`src/hw/rtl/mlrr_pkg.sv`:
```
// Package for the multilevel round-robin scheduler.
// It holds the sizes, codes and the structs shared by the cells and the top level.
// It has no dependencies.
`timescale 1ns / 1ps
package mlrr_pkg;

  localparam int NUM_TASKS  = 16;
  localparam int NUM_LEVELS = 8;
  localparam int TASK_W     = $clog2(NUM_TASKS);
  localparam int LVL_W      = (NUM_LEVELS > 1) ? $clog2(NUM_LEVELS) : 1;
  localparam int CNT_W      = $clog2(NUM_TASKS + 1);
  localparam int SLICE_W    = 8;
  localparam logic [SLICE_W-1:0] INIT_SLICE = SLICE_W'(2);

  // Life state of one task slot.
  typedef enum logic [1:0] {
    TS_FREE   = 2'd0,
    TS_SLEEP  = 2'd1,
    TS_ACTIVE = 2'd2
  } tstate_t;

  // Event kinds.
  typedef enum logic [1:0] {
    K_RUN   = 2'd0,
    K_SLEEP = 2'd1,
    K_TIMER = 2'd2,
    K_NONE  = 2'd3
  } kind_t;

  // Result status codes.
  typedef enum logic [1:0] {
    STS_DONE    = 2'd0,
    STS_IGNORED = 2'd1,
    STS_REFUSED = 2'd2
  } status_t;

  // Record handed from cell to cell along the chain.
  typedef struct packed {
    logic [TASK_W-1:0]  id;
    tstate_t            state;
    logic [LVL_W-1:0]   level;
    logic [TASK_W-1:0]  pos;
    logic [SLICE_W-1:0] slice;
  } tok_t;

  // Lookup broadcast to all cells: by slot number or by queue place.
  typedef struct packed {
    logic              by_pos;
    logic [TASK_W-1:0] id;
    logic [LVL_W-1:0]  level;
    logic [TASK_W-1:0] pos;
  } query_t;

  // Update broadcast to all cells for one cycle.
  typedef struct packed {
    logic               en;
    logic [TASK_W-1:0]  id;
    logic               set_state;
    tstate_t            state;
    logic               set_place;
    logic [LVL_W-1:0]   level;
    logic [TASK_W-1:0]  pos;
    logic               set_slice;
    logic [SLICE_W-1:0] slice;
    logic               shift;
    logic [LVL_W-1:0]   shift_level;
    logic [TASK_W-1:0]  shift_pos;
  } cmd_t;

endpackage

```
`src/hw/rtl/mlrr_cell.sv`:
```
// One task slot of the scheduler chain: state, level, queue place and slice.
// It passes the lookup record on to the next cell each cycle.
// Depends on mlrr_pkg.
`timescale 1ns / 1ps
module mlrr_cell (
  input  logic                            clk,
  input  logic                            rst,
  input  logic [mlrr_pkg::TASK_W-1:0]     cell_id,
  input  mlrr_pkg::query_t                query,
  input  mlrr_pkg::cmd_t                  cmd,
  input  mlrr_pkg::tok_t                  tok_in,
  output mlrr_pkg::tok_t                  tok_out
);
  import mlrr_pkg::*;

  tstate_t            tstate;
  logic [LVL_W-1:0]   tlevel;
  logic [TASK_W-1:0]  tpos;
  logic [SLICE_W-1:0] tslice;
  logic               hit;

  // Does this slot answer the current lookup?
  always_comb begin
    if (query.by_pos) begin
      hit = (tstate == TS_ACTIVE) && (tlevel == query.level) && (tpos == query.pos);
    end else begin
      hit = (cell_id == query.id);
    end
  end

  // Chain stage: replace the passing record when this slot matches.
  always_ff @(posedge clk) begin
    if (hit) begin
      tok_out <= '{id: cell_id, state: tstate, level: tlevel, pos: tpos, slice: tslice};
    end else begin
      tok_out <= tok_in;
    end
  end

  // Slot state; the addressed slot takes the command, others close the gap.
  always_ff @(posedge clk) begin
    if (rst) begin
      tstate <= (cell_id == '0) ? TS_ACTIVE : TS_FREE;
      tlevel <= '0;
      tpos   <= '0;
      tslice <= (cell_id == '0) ? INIT_SLICE : '0;
    end else if (cmd.en) begin
      if (cmd.id == cell_id) begin
        if (cmd.set_state) begin
          tstate <= cmd.state;
        end
        if (cmd.set_place) begin
          tlevel <= cmd.level;
          tpos   <= cmd.pos;
        end
        if (cmd.set_slice) begin
          tslice <= cmd.slice;
        end
      end else if (cmd.shift && tstate == TS_ACTIVE && tlevel == cmd.shift_level &&
                   tpos > cmd.shift_pos) begin
        tpos <= tpos - TASK_W'(1);
      end
    end
  end

endmodule

```
`src/hw/rtl/multilevel_round_robin_scheduler.sv`:
```
// Top level of the multilevel round-robin scheduler: event sequencer,
// per-level counts and cursors, and the chain of task cells.
// Depends on mlrr_pkg and mlrr_cell.
//
//  channel | dir | fields (lowest bit first)
//  s_*     | in  | kind[1:0] task_id[5:2] level[9:6] priority_req[17:10]
//  m_*     | out | current_task[3:0] time_slice[11:4] switched[12] status[14:13]
//
// One event at a time. Each lookup walks the whole chain of task cells, one cell
// per cycle, so the chain length sets how long each event takes.
// After reset task 0 runs at level 0 with slice 2; no clearing pass is needed.
// A result waits in the output register; the next event is taken meanwhile,
// and its own result holds back until the register is free.
`timescale 1ns / 1ps
module multilevel_round_robin_scheduler (
  input  logic        clk,
  input  logic        rst,
  input  logic        s_tvalid,
  output logic        s_tready,
  input  logic [23:0] s_tdata,   // kind, task_id, level, priority_req, zero pad
  output logic        m_tvalid,
  input  logic        m_tready,
  output logic [15:0] m_tdata    // current_task, time_slice, switched, status, zero pad
);
  import mlrr_pkg::*;

  typedef enum logic [2:0] {
    S_IDLE, S_LOOK, S_DEQ, S_ENQ, S_TIMER, S_PICK, S_FIND, S_OUT
  } fsm_t;

  fsm_t               state;
  kind_t              kind_r;
  logic [TASK_W-1:0]  tid_r;
  logic [3:0]         lvl_r;
  logic [SLICE_W-1:0] prio_r;
  logic [TASK_W-1:0]  cnt;
  logic [CNT_W-1:0]   level_count [NUM_LEVELS];
  logic [TASK_W-1:0]  level_cursor [NUM_LEVELS];
  logic [LVL_W-1:0]   current_level;
  logic               recheck;
  logic [TASK_W-1:0]  running;
  status_t            status_r;
  logic               need_pick;
  logic               by_pos_r;
  logic               do_enq_r;
  logic [LVL_W-1:0]   lv_new_r;
  logic [TASK_W-1:0]  out_task;
  logic [SLICE_W-1:0] out_slice;
  logic               out_switched;
  status_t            out_status;

  tok_t               tok [NUM_TASKS+1];
  tok_t               tok_last;
  query_t             query;
  cmd_t               cmd;

  logic [LVL_W-1:0]   ix;
  logic [CNT_W-1:0]   cnt_ix;
  logic [TASK_W-1:0]  cur_ix;
  logic [CNT_W-1:0]   total;
  logic [LVL_W-1:0]   pick_lv;
  logic [2:0]         lraw;
  logic [LVL_W-1:0]   lv_new_c;
  logic               is_active;
  logic               move;
  logic               deq_c;
  logic [CNT_W-1:0]   n_dec;
  logic [TASK_W-1:0]  c_shift;
  logic [TASK_W-1:0]  c_deq;
  logic [CNT_W-1:0]   c_inc;
  logic [TASK_W-1:0]  c_adv;

  assign s_tready = (state == S_IDLE);
  assign m_tdata  = {1'b0, out_status, out_switched, out_slice, out_task};
  assign tok_last = tok[NUM_TASKS];
  assign tok[0]   = '0;

  // Chain of task cells.
  for (genvar i = 0; i < NUM_TASKS; i++) begin : g_cell
    mlrr_cell u_cell (
      .clk     (clk),
      .rst     (rst),
      .cell_id (TASK_W'(i)),
      .query   (query),
      .cmd     (cmd),
      .tok_in  (tok[i]),
      .tok_out (tok[i+1])
    );
  end

  // Single level index used by the current step.
  always_comb begin
    unique case (state)
      S_DEQ:   ix = tok_last.level;
      S_ENQ:   ix = lv_new_r;
      default: ix = current_level;
    endcase
  end
  assign cnt_ix = level_count[ix];
  assign cur_ix = level_cursor[ix];

  // Active total and the lowest-numbered non-empty level, over fixed entries.
  always_comb begin
    total   = '0;
    pick_lv = '0;
    for (int i = 0; i < NUM_LEVELS; i++) begin
      total = total + level_count[i];
    end
    for (int i = NUM_LEVELS - 1; i >= 0; i--) begin
      if (level_count[i] != '0) begin
        pick_lv = LVL_W'(i);
      end
    end
  end

  // Decisions taken once the addressed slot has been looked up.
  always_comb begin
    lraw      = lvl_r[2:0];
    lv_new_c  = lvl_r[3] ? tok_last.level :
                (lraw > 3'(NUM_LEVELS - 1)) ? LVL_W'(NUM_LEVELS - 1) : LVL_W'(lraw);
    is_active = (tok_last.state == TS_ACTIVE);
    move      = is_active && (tok_last.level != lv_new_c);
    deq_c     = (kind_r == K_RUN && move) ||
                (kind_r == K_SLEEP && is_active && total > CNT_W'(1));
    n_dec     = cnt_ix - CNT_W'(1);
    c_shift   = (tok_last.pos < cur_ix) ? cur_ix - TASK_W'(1) : cur_ix;
    c_deq     = ({1'b0, c_shift} >= n_dec) ? '0 : c_shift;
    c_inc     = {1'b0, cur_ix} + CNT_W'(1);
    c_adv     = (c_inc >= cnt_ix) ? '0 : c_inc[TASK_W-1:0];
  end

  // Lookup broadcast: slot of the event, or the task that runs next.
  always_comb begin
    query = '0;
    if (state == S_LOOK) begin
      query.id = tid_r;
    end else begin
      query.by_pos = by_pos_r;
      query.id     = running;
      query.level  = current_level;
      query.pos    = cur_ix;
    end
  end

  // Update broadcast: removal with compaction, then insertion and slice.
  always_comb begin
    cmd = '0;
    if (state == S_DEQ && deq_c) begin
      cmd.en          = 1'b1;
      cmd.id          = tid_r;
      cmd.set_state   = 1'b1;
      cmd.state       = TS_SLEEP;
      cmd.shift       = 1'b1;
      cmd.shift_level = tok_last.level;
      cmd.shift_pos   = tok_last.pos;
    end else if (state == S_ENQ && kind_r == K_RUN) begin
      cmd.en        = 1'b1;
      cmd.id        = tid_r;
      cmd.set_state = do_enq_r;
      cmd.state     = TS_ACTIVE;
      cmd.set_place = do_enq_r;
      cmd.level     = lv_new_r;
      cmd.pos       = cnt_ix[TASK_W-1:0];
      cmd.set_slice = (prio_r != '0);
      cmd.slice     = prio_r;
    end
  end

  // Event sequencer, level bookkeeping and output register.
  always_ff @(posedge clk) begin
    if (rst) begin
      state         <= S_IDLE;
      m_tvalid      <= 1'b0;
      cnt           <= '0;
      current_level <= '0;
      recheck       <= 1'b0;
      running       <= '0;
      need_pick     <= 1'b0;
      by_pos_r      <= 1'b0;
      do_enq_r      <= 1'b0;
      for (int i = 0; i < NUM_LEVELS; i++) begin
        level_count[i]  <= (i == 0) ? CNT_W'(1) : '0;
        level_cursor[i] <= '0;
      end
    end else begin
      // The output stage reloads the register itself when it has a new beat.
      if (m_tvalid && m_tready && state != S_OUT) begin
        m_tvalid <= 1'b0;
      end
      unique case (state)
        S_IDLE: begin
          if (s_tvalid) begin
            kind_r    <= kind_t'(s_tdata[1:0]);
            tid_r     <= s_tdata[5:2];
            lvl_r     <= s_tdata[9:6];
            prio_r    <= s_tdata[17:10];
            status_r  <= STS_DONE;
            need_pick <= 1'b0;
            by_pos_r  <= 1'b0;
            do_enq_r  <= 1'b0;
            cnt       <= '0;
            unique case (kind_t'(s_tdata[1:0]))
              K_RUN, K_SLEEP: state <= S_LOOK;
              K_TIMER:        state <= S_TIMER;
              default: begin
                status_r <= STS_IGNORED;
                state    <= S_PICK;
              end
            endcase
          end
        end
        S_LOOK: begin
          cnt <= cnt + TASK_W'(1);
          if (cnt == TASK_W'(NUM_TASKS - 1)) begin
            cnt   <= '0;
            state <= S_DEQ;
          end
        end
        S_DEQ: begin
          lv_new_r <= lv_new_c;
          do_enq_r <= (kind_r == K_RUN) && (!is_active || move);
          if (kind_r == K_SLEEP) begin
            if (!is_active) begin
              status_r <= STS_IGNORED;
            end else if (total <= CNT_W'(1)) begin
              status_r <= STS_REFUSED;
            end
          end
          if (deq_c) begin
            level_count[ix]  <= n_dec;
            level_cursor[ix] <= c_deq;
            if (kind_r == K_SLEEP && tid_r == running) begin
              need_pick <= 1'b1;
              by_pos_r  <= 1'b1;
            end
          end
          state <= S_ENQ;
        end
        S_ENQ: begin
          if (kind_r == K_RUN) begin
            recheck <= 1'b1;
            if (do_enq_r) begin
              level_count[ix] <= cnt_ix + CNT_W'(1);
            end
          end
          state <= S_PICK;
        end
        S_TIMER: begin
          if (cnt_ix != '0) begin
            level_cursor[ix] <= c_adv;
          end
          need_pick <= recheck || (cnt_ix == '0);
          by_pos_r  <= 1'b1;
          state     <= S_PICK;
        end
        S_PICK: begin
          if (need_pick) begin
            current_level <= pick_lv;
            recheck       <= 1'b0;
          end
          cnt   <= '0;
          state <= S_FIND;
        end
        S_FIND: begin
          cnt <= cnt + TASK_W'(1);
          if (cnt == TASK_W'(NUM_TASKS - 1)) begin
            cnt   <= '0;
            state <= S_OUT;
          end
        end
        S_OUT: begin
          if (!m_tvalid || m_tready) begin
            m_tvalid     <= 1'b1;
            out_task     <= tok_last.id;
            out_slice    <= tok_last.slice;
            out_switched <= (tok_last.id != running);
            out_status   <= status_r;
            running      <= tok_last.id;
            state        <= S_IDLE;
          end
        end
        default: state <= S_IDLE;
      endcase
    end
  end

  // At least one task stays active; a move between levels empties the
  // tables only in S_ENQ, between removal and insertion.
  assert property (@(posedge clk) disable iff (rst) (state != S_ENQ) |-> (total != '0))
    else $error("no active task left");

  // A search by queue place targets a filled level within its queue.
  assert property (@(posedge clk) disable iff (rst)
    (state == S_FIND && by_pos_r) |->
      (level_count[current_level] != '0 &&
       {1'b0, level_cursor[current_level]} < level_count[current_level]))
    else $error("cursor outside the queue of the chosen level");

endmodule

```
`config.mk`:
```
export PLATFORM = sky130hd
export DESIGN_NAME = multilevel_round_robin_scheduler
export DESIGN_NICKNAME = d
export VERILOG_FILES = /design/src/hw/rtl/mlrr_pkg.sv /design/src/hw/rtl/mlrr_cell.sv /design/src/hw/rtl/multilevel_round_robin_scheduler.sv
export SDC_FILE = /design/constraint.sdc
export NUM_CORES = 1
export LEC_CHECK = 0
export ABC_AREA = 1
export BUFFER_PORTS_ARGS = -buffer_cell sky130_fd_sc_hd__buf_2
export CORE_ASPECT_RATIO = 1.1
export CORE_MARGIN = 1
export CORE_UTILIZATION = 23
export CTS_CLUSTER_SIZE = 10
export DETAILED_ROUTE_END_ITERATION = 12
export PLACE_DENSITY = 0.36
export RECOVER_POWER = 100
export SYNTH_ARGS = -nofsm -noshare
export SYNTH_HDL_FRONTEND = slang
export SYNTH_SLANG_ARGS = --single-unit
```
`constraint.sdc`:
```
create_clock -name clk -period 12 [get_ports clk]
set_input_delay 0.6 -clock clk [delete_from_list [all_inputs] [get_ports clk]]
set_output_delay 0.6 -clock clk [all_outputs]
set_load 0.01 [all_outputs]
```
# Word level (Yosys, flattened, before mapping)
# Memories as Yosys holds them, arrays and structs flattened.
# Cells that the tools add are included.
# classes
shift	0
n_reduce_logical	213
n_bitwise	3
n_addsub	28
muxes	135
mul	0
div	0
n_eq_ne	136
magnitude_cmp	22
# ops
operator	count
2-to-1 mux 17 bit	16
AND reduction 3 bit	67
2-to-1 mux 4 bit	41
equality test 3 bit	32
logical AND 1 bit	90
equality test 4 bit	17
subtractor 4 x 1 -> 4 bit (second input constant)	17
greater-than comparator 4 bit	16
2-to-1 mux 3 bit	16
nonzero test 5 bit	9
2-to-1 mux 1 bit	43
!= test 2 bit (second input constant)	21
equality test 2 bit (second input constant)	18
equality test 4 bit (second input constant)	9
nonzero test 2 bit	18
adder 5 bit	7
equality test 4 bit (first input constant)	8
2-to-1 mux 25 bit	1
one-hot mux 3 bit (7 select lines)	1
equality test 3 x 4 -> 1 bit (first input constant)	4
equality test 4 x 3 -> 1 bit (second input constant)	4
2-to-1 mux 8 bit	2
equality test 3 bit (second input constant)	4
one-hot mux 3 bit (2 select lines)	2
46 further kinds	74
# totals
regBits	650
memories	2
romBits	0
out_inout_bits	18
ram_bits	72
elab_cells	701
latch_bits	0
# memory_table
memory	depth	width	rd	rd_clocked_by_memory_dff	wr	line	source
level_count	8	5	9	0	8	multilevel_round_robin_scheduler.sv:37	logic [CNT_W-1:0] level_count [NUM_LEVELS];
level_cursor	8	4	1	0	8	multilevel_round_robin_scheduler.sv:38	logic [TASK_W-1:0] level_cursor [NUM_LEVELS];

# Depth between registers and ports, before layout
# Gate-level depths: netlist of the first run.
# An unclocked memory read counts as a cell.
# logic_depth
ltp_word	18
depth_mapped	39
depth_no_buf	36

# Hierarchy
# A second synthesis of the first run with hierarchy kept.
# hier_totals
cells_unflattened	5133
area_unflattened_um2	39942.1
# modules_own_cells
module	seq_area_each_um2	n_inst	cells_per_inst	area_each_um2
mlrr_cell at g_cell[0].u_cell ...	860.8	12	261	2015.7
multilevel_round_robin_scheduler	3683.5	1	945	7896.3
mlrr_cell at g_cell[6].u_cell ...	860.8	4	264	1964.4

# Worst setup path before layout of the first run
# Ideal clock, no wire load.
# synth_path
kind	register to register
start	memory level_count[7][2] in the netlist's numbering
end	register g_cell[2].u_cell.tpos[0]
setup_slack_ns	5.168
stages_incl_launch_ff	37
t_arrival_ns	6.720
n_path_buf	3
synth_period_minus_slack_ns	6.832
cell_sequence	edfxtp_1 > inv_1 > fa_1 > inv_1 > fa_1 > fa_1 > inv_1 > fa_1 > inv_1 > ha_1 > fa_1 > xor2_1 > nand2_1 > nand2_1 > nand2_1 > nand2_1 > nand3_1 > nand3_1 > nand2_1 > a21oi_1 > clkbuf_1 > clkbuf_1 > buf_2 > nand2_1 > ha_1 > nand2_1 > nor2_1 > a211oi_1 > or2_2 > nor3_1 > nand2_1 > nor2_1 > nand2_1 > nand2_1 > nand2_1 > nor2_1 > nor2_1
# synth_rtl
element	line	source
from (decl)	multilevel_round_robin_scheduler.sv:37	
to (signal assigned)	mlrr_cell.sv:54	tpos <= cmd.pos;
to (signal assigned)	mlrr_cell.sv:61	tpos <= tpos - TASK_W'(1);
to (decl)	mlrr_cell.sv:18	logic [TASK_W-1:0] tpos;

# Worst setup path after layout of the first run
# layout_path
start	register state[2]
end	register g_cell[4].u_cell.tok_out[8] in the netlist's numbering
# layout_via
elab_chain_len	8
# layout_lines
element	line	source
from (decl)	multilevel_round_robin_scheduler.sv:31	fsm_t state;
from (signal assigned)	multilevel_round_robin_scheduler.sv:172	state <= S_IDLE;
from (signal assigned)	multilevel_round_robin_scheduler.sv:203	K_RUN, K_SLEEP: state <= S_LOOK;
from (signal assigned)	multilevel_round_robin_scheduler.sv:204	K_TIMER: state <= S_TIMER;
equality test 3 x 2 -> 1 bit	multilevel_round_robin_scheduler.sv:93	unique case (state)
one-hot mux 3 bit (2 select lines)	multilevel_round_robin_scheduler.sv:93	
memory (8 x 4 bit)	--	
2-to-1 mux 7 bit	multilevel_round_robin_scheduler.sv:135	if (state == S_LOOK) begin
equality test 4 bit	mlrr_cell.sv:25	hit = (tstate == TS_ACTIVE) && (tlevel == query.level) && (tpos == query.pos);
logical AND 1 bit	mlrr_cell.sv:25	
2-to-1 mux 1 bit *	mlrr_cell.sv:24	if (query.by_pos) begin
2-to-1 mux 17 bit *	mlrr_cell.sv:33	if (hit) begin
to (signal assigned)	mlrr_cell.sv:34	tok_out <= '{id: cell_id, state: tstate, level: tlevel, pos: tpos, slice: tslice};
to (signal assigned)	mlrr_cell.sv:36	tok_out <= tok_in;
to (decl)	mlrr_cell.sv:12	output mlrr_pkg::tok_t tok_out
# Mark *: on every way between the ends. The rest lies on a longest branch, timed or not.
# A chain may end at the register's enable or synchronous reset.

==> run_results.csv, run 1 <==
group,metric,value,unit
critical_path,worstPathMaxFanout,32,
clock_network,cts_buffers,92,
grt,grt_pass1_wl,187100,um
timing,finalCriticalPeriod,9665,ps
grt,grt.total_usage,17.19,%
hold_path,hp-class,"in -> reg",
layout,fin_nets,4544,
timing,slew-limit-headroom,-99.97,%
drt,vias,28166,
logic_synthesis,yosys_warnings,0,
clock_network,insertion_delay,690,ps
drt,dr.pass1.iters,5,
timing,fmax,0.1035,GHz
status,failed_checks,"max-capacitance violations, max-slew violations",
drt,drc,0,
timing,rsz0062_at_grt,"no",
placed_design,routabilityCongestion,0.8299,
grt,grt_overflow_total,0,
timing,fin_setup_tns,0,ps
placed_design,dpl_cell_area,0.03545,mm^2
floorplan,die_w,364.6,um
timing,finalHoldViolCount,0,
layout,design_area,0.03819,mm^2
clock_network,path_clk_slew,60,ps
timing,fin_worst_skew,48.21,ps
clock_network,cts-root-buf,"clkbuf_16",
clock_network,cts_tree,"built",
clock_network,clockBufferDepth,3,
logic_synthesis,synth_nets,4530,
logic_synthesis,synth_ff_type,"dfxtp_1",
drt,ant_nets,0,
logic_synthesis,avgSynthCellArea,7.598,um^2
critical_path,cp_data_arrival_time,10280,ps
floorplan,start_util,23.14,%
logic_synthesis,synth_edf_count,110,
grt,grt_pass1_vias,27510,
logic_synthesis,ys_ff_latch,722,
pwr,leakagePower,16.65,nW
timing,slew_violations,289,
timing,worstMarginPinSlew,2983,ps
layout,n_fill_cell,15842,
clock_network,clkSinkCount,722,
logic_synthesis,synthDistinctLibCells,58,
logic_synthesis,yosysSeqAreaShare,46.75,%
logic_synthesis,synth_cells,4379,
floorplan,die_area,0.1462,mm^2
job,cap_viol_max_count,11,
status,status,"finished, violations left",
drt,avgViaCountPerCell,4.409,
critical_path,critical_path_required,12610,ps
pwr,powerDensity,212.2,mW/mm^2
timing,finalCritPeriodShare,80.54,%
critical_path,worst_setup_path_end_kind,"flop",
clock_network,postCtsHoldBufs,0,
floorplan,num_rows,146,
drt,wl_per_cell,19.81,um
critical_path,startpoint_type,"flop",
grt,antenna_found_initial,7,
drt,routed_wl,126500,um
drt,drtIter0Drc,1885,
critical_path,crit_type,"reg -> reg",
floorplan,chipHeight,400.9,um
placed_design,hpwl,85550,um
layout,drive_gt1_share,5.334,%
placed_design,portBuffers,38,
clock_network,cts_setup_buffers,0,
floorplan,io_pins,46,
pwr,max-vdd-ir-drop,0.1355,mV
clock_network,cts_resized,0,
layout,final_cell_mix,"nand2_1, dfxtp_1, nor2_1, inv_1, o21ai_0",
layout,final_common_cell,"nand2_1",
clock_network,cts_max_level,3,
logic_synthesis,syn_area,0.03327,mm^2
floorplan,coreArea,0.1438,mm^2
logic_synthesis,async_reset_ff_share,0,%
timing,setup_viol,0,
layout,area_delta_synth_final,14.77,%
grt,grt_max_degree,125,
[critical path, stage by stage (launching register included)]
cell       delay, ps
dfxtp_1          380
inv_1            180
nand2_1          200
nor2_4           110
clkbuf_1        1620
inv_1            620
o21ai_0          390
clkbuf_1        1010
inv_1            730
nand2_1          210
nand2_1          100
nand2_1           70
nand2_1          160
nand2_1         1220
o21ai_1          170
a21oi_2          180
o2111ai_1        820
nand2_1         1090
nand2_1          130
nand2_1          110
[metrics by stage]
step / utilization, % / total power, mW / hold slack, ps / std cells / worst slack, ps
global placement: 24.66 / 5.501 / 389.4 / 6223 / 3601
CTS: 26.71 / 8.274 / 35.40 / 6386 / 3628
global route: 26.56 / 8.584 / 48.74 / 6387 / 1744
floorplan: - / 4.573 / 385.5 / 4379 / 5168
detailed placement: 24.66 / 5.492 / 388.7 / 6223 / 3654
finish: 26.56 / 8.102 / 85.12 / 6388 / 2335
[power by group]
part | internal (mW) | switching, mW
Combinational | 0.609 | 1.71
Clock | 1.61 | 1.12
Sequential | 2.88 | 0.162
[state kept, by name (all words and copies together) (netlist names), 8 cells and up]
| register | cells |
|---|---|
| g_cell.u_cell.tok_out | 321 |
| g_cell.u_cell.tslice | 128 |
| g_cell.u_cell.tpos | 64 |
| g_cell.u_cell.tlevel | 48 |
| level_count | 40 |
| g_cell.u_cell.tstate | 32 |
| level_cursor | 32 |
| out_slice | 8 |
| prio_r | 8 |
[cell usage after synthesis, drive strengths merged, types with 2 or more instances]
| cell type | instances | share of area, % |
|---|---|---|
| a2111oi | 11 | 0.29 |
| a211oi | 15 | 0.34 |
| a21oi | 250 | 3.8 |
| a31oi | 4 | 0.075 |
| and3 | 2 | 0.038 |
| buf | 82 | 1.6 |
| clkbuf | 89 | 1.0 |
| clkinv | 4 | 0.045 |
| dfxtp | 612 | 37 |
| edfxtp | 110 | 9.9 |
| fa | 21 | 1.3 |
| ha | 102 | 3.8 |
| inv | 408 | 4.6 |
| nand2 | 1205 | 14 |
| nand3 | 241 | 3.6 |
| nand3b | 3 | 0.068 |
| nand4 | 33 | 0.73 |
| nor2 | 536 | 6.1 |
| nor3 | 46 | 0.75 |
| nor4 | 5 | 0.094 |
| o2111ai | 14 | 0.42 |
| o211ai | 13 | 0.29 |
| o21a | 4 | 0.090 |
| o21ai | 374 | 5.7 |
| o221ai | 2 | 0.053 |
| o22ai | 33 | 0.62 |
| o31ai | 2 | 0.045 |
| o41ai | 7 | 0.18 |
| or2 | 32 | 0.60 |
| or4 | 3 | 0.068 |
| xnor2 | 19 | 0.50 |
| xor2 | 88 | 2.3 |
[path summary, 6_finish.rpt]
check	startpoint	end	slack [ps]	cells after the start
setup reg to reg	state[2]$_SDFFE_PP0P_	g_cell[4].u_cell.tok_out[8]$_DFF_P_	2330	19
hold reg to reg	g_cell[15].u_cell.tok_out[0]$_DFF_P_	out_slice[0]$_DFFE_PP_	400	0
setup / recovery	state[2]$_SDFFE_PP0P_	g_cell[4].u_cell.tok_out[8]$_DFF_P_	2330	19
hold / removal	s_tdata[13]	prio_r[3]$_DFFE_PP_	90	1
[per-layer routing]
layer	vias to the layer above	share of wire [%]	GRT usage, %	wire (um)
met4	2	2.3	4.511	2861
met2	556	47	29.02	60080
met5	-	0.010	0	13
li1	14212	-	-	-
met1	13223	46	22.82	58570
met3	173	3.9	2.277	4992
[area by class of cell]
class,instances,area (um^2),share of cell area [%]
Timing Repair Buffer,91,535.5,1.402
Antenna cell,2,5.005,0.01311
Clock buffer,146,2709,7.094
Clock inverter,17,242.7,0.6356
Inverter,412,1548,4.053
Sequential cell,722,15550,40.73
Tap cell,1924,2407,6.304
Multi-Input combinational cell,3074,15180,39.76
[cells by family (layout without fill, tap and decap cells)]
family | count (synthesis) | in the layout | share of synthesized area (%)
simple gates | 2107 | 2107 | 25.97
compound gates | 736 | 736 | 12.08
flops | 722 | 722 | 46.75
buf+inv | 583 | 666 | 7.265
fa+ha+maj | 123 | 123 | 5.099
xor+xnor | 107 | 107 | 2.817
other cells | 1 | 3 | 0.01127
No activity file was read; power rests on OpenSTA's default activity.
==> run 2, diff against run 1 <==
--- a/config.mk
+++ b/config.mk
@@ -12,7 +12,7 @@
 export CORE_UTILIZATION = 23
 export CTS_CLUSTER_SIZE = 10
 export DETAILED_ROUTE_END_ITERATION = 12
-export PLACE_DENSITY = 0.36
+export PLACE_DENSITY = 0.38
 export RECOVER_POWER = 100
 export SYNTH_ARGS = -nofsm -noshare
 export SYNTH_HDL_FRONTEND = slang
==> constraint.sdc (replaced) <==
create_clock -name clk -period 8.85 [get_ports clk]
set_input_delay 0.4425 -clock clk [delete_from_list [all_inputs] [get_ports clk]]
set_output_delay 0.4425 -clock clk [all_outputs]
set_load 0.01 [all_outputs]
==> run 2 against run 1 <==
Compared with the run above: the run still ends with max-capacitance violations, max-slew violations left; core utilization is 0.24 points higher; global-route usage fell by 0.28 points; power up 36%; register-to-register slack worse by 1200 ps; setup slack lost 1200 ps; non-clock buffer count up 43; largest power group unchanged.
==> run_results.csv, run 2 (same netlist as run 1, synthesis figures left out) <==
group,metric,value,unit
drt,ant_nets,0,
job,cap_viol_max_count,4,
drt,routed_wl,124100,um
layout,final_common_cell,"nand2_1",
timing,rsz0062_at_grt,"no",
timing,setup_viol,0,
critical_path,r2r-end,"g_cell[5].u_cell.tok_out[2]$_DFF_P_",
drt,avgViaCountPerCell,4.399,
grt,grt_pass1_vias,27455,
placed_design,routabilityCongestion,0.8286,
timing,finalCriticalPeriod,7691,ps
timing,worstMarginPinSlew,2760,ps
critical_path,worst_setup_path_end_kind,"flop",
timing,slew_violations,87,
drt,drc,0,
clock_network,cts-root-buf,"clkbuf_16",
critical_path,crit_type,"reg -> reg",
timing,whs,62.05,ps
layout,regArea,0.01555,mm^2
floorplan,die_w,364.6,um
timing,slew-limit-headroom,-84.68,%
critical_path,cp_data_arrival_time,8330,ps
clock_network,cts_resized,0,
clock_network,cts_buffers,92,
floorplan,chipHeight,400.9,um
placed_design,portBuffers,38,
pwr,max-vdd-ir-drop,0.2032,mV
layout,n_fill_cell,15788,
layout,top_regs,"g_cell.u_cell.tok_out: 321 flops, g_cell.u_cell.tslice: 128 flops, g_cell.u_cell.tpos: 64 flops",
pwr,leakagePower,16.82,nW
layout,final_cell_mix,"nand2_1, dfxtp_1, nor2_1, inv_1, o21ai_0",
layout,fin_cells,6419,
grt,grt_overflow_total,0,
critical_path,rrSetupSlack,1160,ps
critical_path,worstPathMaxFanout,32,
status,status,"finished, violations left",
timing,fin_worst_skew,34.22,ps
grt,grt_pass1_wl,183700,um
floorplan,start_util,23.14,%
layout,regMostFlops,"g_cell.u_cell.tok_out",
drt,dr.pass1.iters,5,
layout,drive_gt1_share,5.631,%
pwr,powerDensity,286.5,mW/mm^2
placed_design,dp.cells,6248,
grt,grt.total_usage,16.91,%
hold_path,hp-class,"in -> reg",
drt,drtIter0Drc,1949,
clock_network,postCtsHoldBufs,18,
critical_path,critical_path_required,9480,ps
layout,multi_input_area,0.01522,mm^2
layout,fin_nets,4587,
critical_path,r2r_cells,20,
critical_path,startpoint_type,"flop",
layout,largest_register_ffs,321,
floorplan,num_rows,146,
clock_network,clkSinkCount,722,
drt,wl_per_cell,19.33,um
status,failed_checks,"max-capacitance violations, max-slew violations",
floorplan,io_pins,46,
drt,vias,28236,
clock_network,insertion_delay,710,ps
timing,fin_setup_tns,0,ps
timing,finalHoldViolCount,0,
floorplan,die_area,0.1462,mm^2
timing,finalCritPeriodShare,86.90,%
critical_path,r2r_start,"state[2]$_SDFFE_PP0P_",
floorplan,coreArea,0.1438,mm^2
timing,setup_slack,1159,ps
clock_network,cts_setup_buffers,0,
clock_network,cts_tree,"built",
hold_path,holdPathEnd,"m_tvalid$_SDFF_PP0_",
grt,grt_max_degree,100,
hold_path,hold_path_depth,4,
layout,area_delta_synth_final,15.82,%
clock_network,clockBufferDepth,3,
clock_network,path_clk_slew,60,ps
placed_design,dp_slack,1573,ps
placed_design,hpwl,82130,um
hold_path,hp-start,"m_tready",
clock_network,cts_max_level,3,
timing,fmax,0.1300,GHz
grt,antenna_found_initial,5,
==> run 2: area by class of cell <==
class / count / area share (%)
diodes: 2 / 0.01299
clock buffers: 129 / 6.893
clock inverters: 22 / 0.8084
inverters: 412 / 4.032
multi-input cells: 3074 / 39.50
flip-flops and latches: 722 / 40.36
well taps: 1924 / 6.247
repair buffers: 134 / 2.143
==> run 2: how the worst max path moves through the flow <==
stage	start	end	cells past startpoint
after floorplan	level_count[7][2]$_SDFFCE_PN0P_	g_cell[2].u_cell.tpos[0]$_SDFFE_PP0P_	36
after global placement	level_count[7][2]$_SDFFCE_PN0P_	g_cell[7].u_cell.tpos[1]$_SDFFE_PP0P_	34
after detailed placement	level_count[7][2]$_SDFFCE_PN0P_	g_cell[5].u_cell.tpos[0]$_SDFFE_PP0P_	34
after CTS	level_count[6][2]$_SDFFCE_PN0P_	g_cell[5].u_cell.tpos[0]$_SDFFE_PP0P_	34
after global routing	level_count[7][2]$_SDFFCE_PN0P_	g_cell[11].u_cell.tpos[0]$_SDFFE_PP0P_	38
final	state[2]$_SDFFE_PP0P_	g_cell[5].u_cell.tok_out[2]$_DFF_P_	20
==> run 2: routing by layer <==
metal  part of all wire (%)  track usage [%]
met1                     47            23.24
met2                     46            27.36
met3                    4.5            2.393
met4                    2.0            4.755
met5                      0                0
==> run 2: worst max-delay path, stage by stage (launching register included) <==
cell and delay, ps:
dfxtp_1 360, inv_1 150, nand2_1 190, nor2_4 110, clkbuf_1 1680, inv_1 720, o21ai_4 310, buf_4 320
inv_1 370, nand2_1 160, nand2_1 50, nand2_1 100, nand2_1 200, nand2_2 410, buf_4 370, o22ai_1 120
a21oi_1 150, nand4_1 640, nand2_1 890, nand2_1 110, nand2_1 140
==> run 2: where the power goes <==
part | internal [mW] | total, mW | switching [mW]
Sequential | 3.91 | 4.12 | 0.210
Clock | 2.23 | 3.74 | 1.52
Combinational | 0.834 | 3.18 | 2.34
Total | 6.97 | 11.0 | 4.07
==> run 2: through the flow <==
stage | total power [mW] | utilization [%] | instance area [um^2]
2_1_floorplan | 6.201 | - | 33270
3_3_place_gp | 7.472 | 24.79 | 35630
3_5_place_dp | 7.463 | 24.79 | 35630
4_1_cts | 11.28 | 26.98 | 38780
5_1_grt | 11.69 | 26.80 | 38530
6_report | 11.04 | 26.81 | 38540
==> run 3, diff against run 2 <==
--- a/config.mk
+++ b/config.mk
@@ -12,7 +12,6 @@
 export CORE_UTILIZATION = 23
 export CTS_CLUSTER_SIZE = 10
 export DETAILED_ROUTE_END_ITERATION = 12
-export PLACE_DENSITY = 0.38
 export RECOVER_POWER = 100
 export SYNTH_ARGS = -nofsm -noshare
 export SYNTH_HDL_FRONTEND = slang
==> run 3 against run 2 <==
Compared with the run above: the run still ends with max-capacitance violations, max-slew violations left; final area decreased by 1.9%; hold slack better by 9.9 ps; setup slack improved by 14 ps; largest power group unchanged; sequential share of layout area increased by 0.76 points; critical endpoint is now g_cell[11].u_cell.tok_out[20]$_SDFF_PP1_; cell count down 0.90%; fmax up 0.19%; flip-flop and latch count is the same; clock-buffer cell count fell by 16.
==> run_results.csv, run 3 (same netlist as run 1, synthesis figures left out) <==
group,metric,value,unit
critical_path,r2r_start,"state[2]$_SDFFE_PP0P_",
hold_path,hp-class,"in -> reg",
pwr,powerDensity,273.2,mW/mm^2
placed_design,portBuffers,38,
layout,regArea,0.01555,mm^2
timing,rsz0062_at_grt,"no",
drt,wl_per_cell,16.49,um
layout,utilization,26.31,%
timing,finalCriticalPeriod,7677,ps
critical_path,slowest_delay,1430,ps
critical_path,worst_setup_path_end_kind,"flop",
grt,use_met3,2.567,%
hold_path,hp-start,"s_tdata[0]",
timing,slew_violations,50,
layout,fin_nets,4547,
drt,avgViaCountPerCell,4.557,
timing,setup_viol,0,
critical_path,path_cells,"inv_1, nand2_1, nor2_4, clkbuf_1, inv_1, o21ai_4, inv_1, nand2_1, nand2_1, nand2_1, nand2_2, nand2_2, buf_4, inv_2, o22ai_1, a21oi_1, nand4_1, nand2_1, or2_2",
job,cap_viol_max_count,1,
drt,dr.pass1.iters,8,
grt,use_met2,22.06,%
floorplan,io_pins,46,
critical_path,crit_top_cell,"nand2_1",
clock_network,path_clk_slew,60,ps
floorplan,start_util,23.14,%
grt,use_met1,18.80,%
layout,multi_input_area,0.01522,mm^2
drt,vias,28984,
clock_network,clkSinkCount,722,
timing,slew-limit-headroom,-33.02,%
layout,largest_register_ffs,321,
critical_path,cp_top_family,"buffers and inverters",
clock_network,cts_max_level,3,
drt,ant_nets,0,
grt,grt_max_degree,99,
floorplan,num_rows,146,
status,status,"finished, violations left",
placed_design,routabilityCongestion,0.9144,
grt,grt-busiest-layer,"met2",
grt,grt_pass1_wl,160500,um
critical_path,critPathBufInv,6,
timing,finalHoldViolCount,0,
layout,top_regs,"g_cell.u_cell.tok_out: 321 flops, g_cell.u_cell.tslice: 128 flops, g_cell.u_cell.tpos: 64 flops",
clock_network,cts_tree,"built",
critical_path,cp.depth,19,
timing,fin_setup_tns,0,ps
layout,final_cell_mix,"nand2_1, dfxtp_1, nor2_1, inv_1, o21ai_0",
floorplan,die_area,0.1462,mm^2
timing,fmax,0.1303,GHz
layout,drive_gt1_share,4.783,%
floorplan,chipHeight,400.9,um
drt,routed_wl,104900,um
clock_network,cts_buffers,85,
critical_path,critical-path-slowest-cell,"clkbuf_1",
clock_network,cts-root-buf,"clkbuf_16",
drt,drtIter0Drc,2957,
critical_path,r2r_cells,19,
layout,final_common_cell,"nand2_1",
pwr,max-vdd-ir-drop,0.2252,mV
pwr,leakagePower,16.47,nW
placed_design,hpwl,69540,um
timing,finalCritPeriodShare,86.74,%
grt,grt.total_usage,14.07,%
layout,area_delta_synth_final,13.68,%
drt,drc,0,
critical_path,crit_start,"state[2]$_SDFFE_PP0P_",
grt,antenna_found_initial,7,
timing,worstMarginPinSlew,1995,ps
timing,fin_worst_skew,34.79,ps
critical_path,cp_data_arrival_time,8200,ps
clock_network,insertion_delay,670,ps
floorplan,coreArea,0.1438,mm^2
grt,grt_overflow_total,0,
layout,n_fill_cell,15693,
grt,grt_pass1_vias,27306,
status,failed_checks,"max-capacitance violations, max-slew violations",
layout,regMostFlops,"g_cell.u_cell.tok_out",
clock_network,clockBufferDepth,3,
critical_path,critical_path_required,9380,ps
critical_path,crit_type,"reg -> reg",
critical_path,startpoint_type,"flop",
hold_path,hold_path_depth,1,
floorplan,die_w,364.6,um
critical_path,worstPathMaxFanout,32,
==> run 3: cell types whose count changed in the layout (fill, tap and decap cells not counted), moves of 5 or more <==
| cell | previous run | this run |
|---|---|---|
| bufinv_16 | 5 | 0 |
| dlygate4sd3_1 | 18 | 13 |
| clkbuf_16 | 96 | 87 |
| buf_4 | 50 | 39 |
| clkbuf_1 | 68 | 54 |
| clkbuf_8 | 13 | 6 |
==> run 3: area by class of cell <==
| type | count | area share, % |
|---|---|---|
| diodes | 5 | 0.03308 |
| clock buffers | 113 | 6.173 |
| clock inverters | 10 | 0.3209 |
| inverters | 412 | 4.102 |
| multi-input cells | 3074 | 40.23 |
| flip-flops and latches | 722 | 41.12 |
| well taps | 1924 | 6.365 |
| repair buffers | 101 | 1.654 |
==> run 3: layer usage <==
layer	wire (um)	vias up
met2	46510	1116
met4	3954	2
met3	9238	224
met5	12	-
li1	-	14184
met1	45170	13458
==> run 3: worst register-to-register path, stage by stage (launching register included) <==
cell and delay, ps:
dfxtp_1 380, inv_1 170, nand2_1 190, nor2_4 110, clkbuf_1 1430, inv_1 630, o21ai_4 790, inv_1 570
nand2_1 200, nand2_1 70, nand2_1 70, nand2_2 130, nand2_2 80, buf_4 390, inv_2 390, o22ai_1 220
a21oi_1 70, nand4_1 530, nand2_1 650, or2_2 480
==> run 3: final timing paths <==
| kind | endpoint | slack [ps] |
|---|---|---|
| setup reg to reg | g_cell[11].u_cell.tok_out[20]$_SDFF_PP1_ | 1170 |
| hold / removal | kind_r[0]$_DFFE_PP_ | 70 |
| setup / recovery | g_cell[11].u_cell.tok_out[20]$_SDFF_PP1_ | 1170 |
| hold reg to reg | out_slice[6]$_DFFE_PP_ | 400 |
==> run 3: through the flow <==
step	total power [mW]	instance area, um^2	hold WS (ps)	setup slack (ps)	std cells
after floorplan	6.201	33270	385.5	2018	4379
after global placement	7.171	35400	390.5	1950	6220
after detailed placement	7.204	35400	389.5	1979	6220
after CTS	10.41	37990	3.562	1935	6356
after global routing	10.85	37810	85.87	813.1	6357
final	10.33	37820	71.99	1173	6361
==> run 3: repair_timing <==
item / 4_1_cts / 5_1_grt
hold buffers: 13 / 0
gates resized for setup: 0 / 0
hold endpoints to repair: 13 / 0
setup buffers: 0 / 0
setup endpoints to repair: 0 / 0
==> run 3: report_power, final <==
group / switching [mW] / internal (mW)
Sequential: 0.223 / 3.91
Clock: 1.36 / 1.83
Combinational: 2.20 / 0.805
Total: 3.79 / 6.55
